--- src/hdl/gpwr_pkg.sv ---
// Package: kinds, status codes and size defaults for the path weight relaxation block.
package gpwr_pkg;

  localparam int NODES_DEF       = 1024;
  localparam int MAX_EDGES_DEF   = 8;
  localparam int QUEUE_DEPTH_DEF = 1024;

  localparam int NODE_FW   = 10;
  localparam int WEIGHT_FW = 32;
  localparam int KIND_FW   = 3;
  localparam int STATUS_FW = 2;

  typedef enum logic [KIND_FW-1:0] {
    K_CLEAR  = 3'd0,
    K_ADD    = 3'd1,
    K_START  = 3'd2,
    K_SEED   = 3'd3,
    K_RUN    = 3'd4,
    K_READ   = 3'd5
  } kind_t;

  typedef enum logic [STATUS_FW-1:0] {
    ST_OK     = 2'd0,
    ST_FULL   = 2'd1,
    ST_OVF    = 2'd2,
    ST_NONPOS = 2'd3
  } status_t;

  // Queue control from the sequencer
  typedef struct packed {
    logic push;
    logic pop;
    logic clear;
  } q_ctl_t;

  // Queue status back to the sequencer
  typedef struct packed {
    logic empty;
    logic full;
  } q_stat_t;

endpackage

--- src/hdl/gpwr_relax_unit.sv ---
// Shared arithmetic: saturating weight add and the heavier-than compare.
module gpwr_relax_unit import gpwr_pkg::*; (
  input  logic [WEIGHT_FW-1:0] a,
  input  logic [WEIGHT_FW-1:0] b,
  input  logic [WEIGHT_FW-1:0] old_w,
  input  logic [WEIGHT_FW-1:0] cand,
  output logic [WEIGHT_FW-1:0] sum,
  output logic                 heavier
);
  logic [WEIGHT_FW:0] raw;

  assign raw     = {1'b0, a} + {1'b0, b};
  assign sum     = raw[WEIGHT_FW] ? '1 : raw[WEIGHT_FW-1:0];
  assign heavier = old_w > cand;
endmodule

--- config.mk ---
export PLATFORM = sky130hd
export DESIGN_NAME = gpwr_relax_unit
export DESIGN_NICKNAME = d
export VERILOG_FILES = /design/src/hdl/gpwr_pkg.sv /design/src/hdl/gpwr_relax_unit.sv
export SDC_FILE = /design/constraint.sdc
export NUM_CORES = 1
export LEC_CHECK = 0
export BUFFER_PORTS_ARGS = -buffer_cell sky130_fd_sc_hd__buf_2
export CORE_MARGIN = 3
export CORE_UTILIZATION = 40
export DETAILED_ROUTE_END_ITERATION = 12
export GPL_ROUTABILITY_DRIVEN = 0
export PLACE_DENSITY_LB_ADDON = 0.3
export SLEW_MARGIN = 40
export SYNTH_ARGS = -nofsm -noshare
export SYNTH_HDL_FRONTEND = slang
export SYNTH_SLANG_ARGS = --single-unit
--- constraint.sdc ---
create_clock -name vclk -period 3.71
set_clock_uncertainty 0.05 [all_clocks]
set_input_delay 0.5565 -clock vclk [all_inputs]
set_output_delay 0.5565 -clock vclk [all_outputs]
set_load 0.05 [all_outputs]
==> flow_summary.yaml, run 1 <==
critical_path:
  critPathRequiredTime_ns: 3.10
  critPathBufInv: 3
  slowest_delay_ns: 0.39
  path_class: "in2out"
  start_kind: "input port"
  worstPathMaxFanout: 22
  path_delay_family: "compound AO/OA/AOI/OAI gates"
  cp_slowest_cell: "fa_2"
  crit_chain: "buf_2 > ha_1 > fa_2 > a211oi_4 > o21ai_1 > a211oi_1 > nor3_1 > o21ai_1 > a21o_1 > buf_12 > o21ai_0 > buf_2"
  end_kind: "output pin"
  critPathArrivalTime_ns: 2.92
timing:
  holdWs_ns: 1.58
  min_period_ns: 3.52
  worstMarginPinSlew_ns: 0.410
  hold_viol_final: 0
  finalCritPeriodShare_pct: 95.0
  fmax_mhz: 284
  setup_ws_ns: 0.186
  maxSlewViolCount: 0
  relSlewSlack_pct: 72.4
  fin_setup_tns_ns: 0
  finalSetupViolCount: 0
synthesis:
  synth.area.top_cells: "ha_1 29%, a21o_1 10%, a21oi_1 6.2%"
  synth-adder-area-share_pct: 29.3
  synth_cell_types: 57
  yosys.area_share.simple_pct: 23.4
  synthMuxAreaShare_pct: 0.357
  synth_cells: 396
  synth_seq_area_share_pct: 0
  synth-xor-area-share_pct: 7.81
  syn_area_mm2: 0.00281
  syn_nets: 589
  synth_compound_area_share_pct: 32.3
  synth.avg_cell_area_um2: 7.08
  yosysTopAreaCell: "ha_1"
  yosysWarnings: 0
  synth_top_area_share_pct: 28.5
  synth_top_family_by_area: "compound AO/OA/AOI/OAI gates"
final_layout:
  design_area_mm2: 0.00376
  drive_gt1_share_pct: 33.9
  layout_common_cells: "159 x buf_2, 64 x ha_1, 44 x nand2_1"
  nFlopsAndLatches: 0
  diodes: 0
  regArea_um2: 0
  fin_cells: 647
  layout.clock_buffers: 0
  fin_nets: 749
  mostFrequentLayoutCell: "buf_2"
  area_growth_pct: 33.9
power:
  peakVddDrop_v: 0.000181
  p_leak_nw: 2.21
  power_density_mw_per_mm2: 249
detailed_routing:
  drt-initial-drc-count: 134
  drc: 0
  first_pass_iters: 4
  wl_per_cell_um: 13.0
  antenna_left: 0
  vias: 3418
  wirelength_mm: 8.42
  routed_via_density: 5.28
placement:
  hpwlAfterDp_mm: 7.40
  io_buffer_count: 161
  place_inst: 644
  pre_cts_ws_ns: 0.0624
  dpl_cell_area_mm2: 0.00371
job:
  drv_cap: 0
global_routing:
  grt_max_degree: 23
  grt_antenna_before_repair: 0
  grt_pass1_wl_mm: 14.4
  grtUsageTotal_pct: 19.8
  grt.overflow.total: 0
  grt_pass1_vias: 3301
floorplan:
  core-area_mm2: 0.00657
  die_x_um: 89.7
  rows: 29
  die_area_mm2: 0.00805
  die_height_um: 89.7
  pin_count: 161
  initial_core_util_pct: 42.7
worst_hold_path:
  hold_path_class: "in2out"
outcome:
  outcome: "complete, no violations"
cell type report:
class / instances / area, um^2
fillers: 652 / 2810
inverters: 35 / 131
multi-input cells: 351 / 2630
well taps: 93 / 116
repair buffers: 168 / 876
tightest hold or removal path: stages:
cell	delay, ns
buf_2	0.08
ha_1	0.10
nand2b_1	0.08
buf_2	0.25
per-stage QoR:
| step | utilization (%) | total power [W] |
|---|---|---|
| after floorplan | - | 0.000687 |
| after global placement | 56.5 | 0.000911 |
| after detailed placement | 56.5 | 0.000920 |
| after CTS | 56.5 | 0.000925 |
| after global routing | 57.2 | 0.00101 |
| final | 57.2 | 0.000935 |
cell families (layout without fill, tap and decap cells):
logic type	count (synthesis)	in the layout
simple gates	130	130
compound gates	130	130
xor+xnor	25	25
fa+ha+maj	65	65
mux	1	1
buf+inv	45	203
synth_stat cells (all sizes together), types with 5 or more instances:
cell type  count
nor2b          7
xnor2          8
a21o          38
nand3          8
buf            6
nor3           9
nand4         13
xor2          17
inv           35
nor2          26
o21a           6
nand2b         5
o21ai         20
a21oi         36
nand2         44
and3           6
ha            64
repair_timing:
item	CTS	global route
setup buffers	0	3
resized for setup	0	7
endpoints found under the setup margin	0	30
hold buffers	0	0
where the power goes:
part | leakage [nW] | internal, W | switching, W
Sequential | 0 | 0 | 0
Combinational | 2.21 | 0.000320 | 0.000615
Clock | 0 | 0 | 0
Total | 2.21 | 0.000320 | 0.000615
path summary, 6_finish.rpt:
| kind | end | cells after the start | startpoint | slack, ns |
|---|---|---|---|---|
| worst max-delay path | sum[4] | 12 | a[0] | 0.19 |
| worst min-delay path | sum[0] | 4 | b[0] | 1.58 |
routing by layer:
metal / wire length, um / vias up / global-route usage (%)
li1: - / 1762 / -
met1: 3700 / 1519 / 25.6
met2: 4020 / 129 / 36.3
met3: 595 / 8 / 2.00
met4: 102 / 0 / 2.43
met5: 0 / - / 0
No activity file was read; power rests on OpenSTA's default activity.
==> run 2: changes to the inputs <==
--- a/config.mk
+++ b/config.mk
@@ -6,8 +6,7 @@
 export NUM_CORES = 1
 export LEC_CHECK = 0
 export BUFFER_PORTS_ARGS = -buffer_cell sky130_fd_sc_hd__buf_2
-export CORE_MARGIN = 3
-export CORE_UTILIZATION = 40
+export CORE_UTILIZATION = 47
 export DETAILED_ROUTE_END_ITERATION = 12
 export GPL_ROUTABILITY_DRIVEN = 0
 export PLACE_DENSITY_LB_ADDON = 0.3
==> flow_summary.yaml, run 2 (synthesized netlist as in run 1, its figures left out) <==
critical_path:
  critPathArrivalTime_ns: 2.96
  end_kind: "output pin"
  crit_chain: "buf_2 > ha_1 > a211o_1 > a21o_1 > and2_4 > nor3_4 > nor3_2 > o32ai_4 > o31ai_2 > mux2i_1 > clkbuf_4"
  cp_slowest_cell: "o32ai_4"
  path_delay_family: "compound AO/OA/AOI/OAI gates"
  slowest_delay_ns: 0.38
  worstPathMaxFanout: 5
  start_kind: "input port"
  critPathBufInv: 2
  critPathRequiredTime_ns: 3.10
  path_class: "in2out"
floorplan:
  rows: 27
  core-area_mm2: 0.00564
  die_area_mm2: 0.00628
  die_height_um: 79.3
  pin_count: 161
  initial_core_util_pct: 49.7
  die_x_um: 79.3
power:
  p_leak_nw: 2.20
  intPower_w: 0.000316
  finalPower_w: 0.000927
  peakVddDrop_v: 0.000221
  switching_share_pct: 65.9
  p_seq_share_pct: 0
  combPwrFrac_pct: 100.0
  clock_power_share_pct: 0
  switchingPower_w: 0.000611
  power_density_mw_per_mm2: 250
global_routing:
  grtUsageTotal_pct: 23.8
  grt_pass1_wl_mm: 12.7
  grt_max_degree: 22
  grt_pass1_vias: 3147
  grt.overflow.total: 0
  grt_antenna_before_repair: 0
timing:
  min_period_ns: 3.57
  finalCritPeriodShare_pct: 96.1
  rsz0062_at_grt: "false"
  holdWs_ns: 1.59
  setup_ws_ns: 0.144
  fmax_mhz: 280
  hold_viol_final: 0
  finalSetupViolCount: 0
  maxSlewViolCount: 0
  relSlewSlack_pct: 72.4
  worstMarginPinSlew_ns: 0.409
detailed_routing:
  wirelength_mm: 7.95
  drc: 0
  antenna_left: 0
  vias: 3361
  routed_via_density: 5.38
  wl_per_cell_um: 12.7
  first_pass_iters: 4
  drt-initial-drc-count: 91
final_layout:
  mostFrequentLayoutCell: "buf_2"
  final_util_pct: 65.7
  nFillCells: 500
  layout_common_cells: "160 x buf_2, 64 x ha_1, 44 x nand2_1"
  area_growth_pct: 32.2
  fin_nets: 748
  drive_gt1_share_pct: 33.6
  regArea_um2: 0
  nFlopsAndLatches: 0
  layout.clock_buffers: 0
  diodes: 0
  multi_input_area_mm2: 0.00262
placement:
  io_buffer_count: 161
  pre_cts_ws_ns: -0.0112
  hpwlAfterDp_mm: 6.93
worst_hold_path:
  hold_path_class: "in2out"
clocking:
  cts_hold_repair.buffers: 0
job:
  drv_cap: 0
outcome:
  outcome: "complete, no violations"
## run 2: cell types whose count changed in the layout (fill, tap and decap cells not counted), sizes merged
cell / delta
clkbuf: -1
## run 2: what timing repair did
item | in CTS | in global routing
setup endpoints to repair | 3 | 31
gates cloned | 0 | 0
pin swaps | 1 | 5
buffers inserted | 1 | 1
gates resized for setup | 0 | 4
## run 2: area by class of cell
class                      count  area share [%]
inverter                      35            3.54
multi-input combinational    351            70.7
tap                           72            2.43
timing repair buffer         167            23.3
## run 2: layer usage
metal	share of wire, %	GRT usage [%]	vias up
met3	6.7	3.10	6
li1	-	-	1766
met2	51	48.4	117
met5	0	0	-
met1	42	26.4	1472
met4	0.63	2.55	0
## run 2: worst min-delay path, delay by kind of cell
| kind | cells | cell delay [ns] |
|---|---|---|
| buf+inv | 2 | 0.33 |
| fa+ha+maj | 1 | 0.11 |
| simple gates | 1 | 0.09 |
## run 2: metrics by stage
stage	setup TNS (ns)	cells	area, um^2
floorplan	0	396	2810
global placement	0	623	3680
detailed placement	-0.0202	623	3680
CTS	0	624	3690
global route	0	625	3710
finish	0	625	3710
## run 2: power by group through the flow
stage | Sequential, W | Combinational, W | Clock (W)
2_1_floorplan | 0 | 0.000687 | 0
3_3_place_gp | 0 | 0.000902 | 0
3_5_place_dp | 0 | 0.000916 | 0
4_1_cts | 0 | 0.000922 | 0
5_1_grt | 0 | 0.00100 | 0
6_report | 0 | 0.000927 | 0
## run 2: path summary, 6_finish.rpt
kind	startpoint	endpoint	slack (ns)	depth (start not counted)
max	a[6]	sum[31]	0.14	11
min	b[0]	sum[0]	1.59	4
==> run 3: changes to the inputs <==
--- a/config.mk
+++ b/config.mk
@@ -5,7 +5,7 @@
 export SDC_FILE = /design/constraint.sdc
 export NUM_CORES = 1
 export LEC_CHECK = 0
-export BUFFER_PORTS_ARGS = -buffer_cell sky130_fd_sc_hd__buf_2
+export BUFFER_PORTS_ARGS = -buffer_cell sky130_fd_sc_hd__buf_4
 export CORE_UTILIZATION = 47
 export DETAILED_ROUTE_END_ITERATION = 12
 export GPL_ROUTABILITY_DRIVEN = 0
==> flow_summary.yaml, run 3 (synthesized netlist as in run 1, its figures left out) <==
outcome:
  outcome: "complete, no violations"
detailed_routing:
  drc: 0
  wl_per_cell_um: 13.6
  drt-initial-drc-count: 112
  wirelength_mm: 8.50
  first_pass_iters: 4
  routed_via_density: 5.59
  vias: 3487
  antenna_left: 0
final_layout:
  layout_common_cells: "165 x buf_4, 64 x ha_1, 44 x nand2_1"
  design_area_mm2: 0.00413
  diodes: 0
  fin_nets: 747
  area_growth_pct: 47.1
  layout.clock_buffers: 0
  mostFrequentLayoutCell: "buf_4"
  regArea_um2: 0
  drive_gt1_share_pct: 34.2
  nFlopsAndLatches: 0
timing:
  setup_ws_ns: 0.160
  fmax_mhz: 282
  worstMarginPinSlew_ns: 0.461
  hold_viol_final: 0
  relSlewSlack_pct: 68.9
  fin_setup_tns_ns: 0
  finalSetupViolCount: 0
  min_period_ns: 3.55
  holdWs_ns: 1.52
  rsz0062_at_grt: "false"
  finalCritPeriodShare_pct: 95.7
  maxSlewViolCount: 0
floorplan:
  die_x_um: 79.3
  die_area_mm2: 0.00628
  initial_core_util_pct: 49.7
  pin_count: 161
  core-area_mm2: 0.00564
  rows: 27
  die_height_um: 79.3
critical_path:
  cp_slowest_cell: "o32ai_4"
  end_kind: "output pin"
  critPathRequiredTime_ns: 3.10
  path_common_cell: "buf_4"
  critPathBufInv: 2
  crit_chain: "buf_4 > ha_1 > a211o_1 > a21o_1 > and2_4 > nor3_4 > nor3_2 > o32ai_4 > o31ai_2 > mux2i_1 > buf_4"
  path_class: "in2out"
  start_kind: "input port"
  path_delay_family: "compound AO/OA/AOI/OAI gates"
  worstPathMaxFanout: 5
  critPathArrivalTime_ns: 2.94
  slowest_delay_ns: 0.39
power:
  power_density_mw_per_mm2: 248
  switching_share_pct: 60.8
  switchingPower_w: 0.000623
  p_leak_nw: 2.35
  combPwrFrac_pct: 100.0
  p_seq_share_pct: 0
  intPower_w: 0.000401
  clock_power_share_pct: 0
  peakVddDrop_v: 0.000275
placement:
  hpwlAfterDp_mm: 7.38
  dpl_cell_area_mm2: 0.00409
  pre_cts_ws_ns: 0.0205
  io_buffer_count: 161
worst_hold_path:
  worst_hold_startpoint: "b[0]"
  hold_path_depth: 4
  hold_path_class: "in2out"
  min_to: "sum[0]"
clocking:
  cts_hold_repair.buffers: 0
global_routing:
  grtUsageTotal_pct: 26.4
  grt_pass1_vias: 3336
  grt_max_degree: 22
  grt_antenna_before_repair: 0
  grt.overflow.total: 0
  grt_pass1_wl_mm: 13.9
job:
  drv_cap: 0
-- run 3: cell types whose count changed in the layout (fill, tap and decap cells not counted), moves of 2 or more --
cell,change
a21oi_2,+2
buf_4,+160
buf_2,-160
a21oi_1,-2
-- run 3: power groups by stage --
stage | registers (W) | logic, W | clock network [W]
final | 0 | 0.00102 | 0
after floorplan | 0 | 0.000687 | 0
after detailed placement | 0 | 0.00101 | 0
after CTS | 0 | 0.00102 | 0
after global placement | 0 | 0.000993 | 0
after global routing | 0 | 0.00110 | 0
-- run 3: how the worst max path moves through the flow --
stage,start,depth (start not counted),slack [ns],endpoint
after floorplan,a[6],9,0.06,sum[31]
after global placement,a[0],12,0.13,sum[30]
after detailed placement,a[0],12,0.02,sum[29]
after CTS,a[0],12,0.02,sum[29]
after global routing,a[0],12,0.03,sum[30]
final,a[6],11,0.16,sum[31]
-- run 3: layout make-up --
cell class / count / area (um^2)
Fill cell: 469 / 1520
Inverter: 35 / 131
Multi-Input combinational cell: 351 / 2650
Tap cell: 72 / 90.1
Timing Repair Buffer: 166 / 1260
-- run 3: repair_timing --
| action | in CTS | in global routing |
|---|---|---|
| setup buffers | 0 | 1 |
| endpoints found under the setup margin | 0 | 31 |
| resized for setup | 0 | 8 |
-- run 3: routing by layer --
layer / up-vias / part of all wire (%) / GRT usage [%]
li1: 1760 / - / -
met1: 1576 / 38 / 27.8
met2: 139 / 51 / 54.0
met3: 12 / 9.0 / 4.71
met4: 0 / 1.4 / 4.00
met5: - / 0 / 0
-- run 3: stage by stage --
stage / power, W / utilization [%] / cells
finish: 0.00102 / 73.1 / 624
CTS: 0.00102 / 72.4 / 623
global placement: 0.000993 / 72.4 / 623
detailed placement: 0.00101 / 72.4 / 623
global route: 0.00110 / 73.1 / 624
floorplan: 0.000687 / - / 396
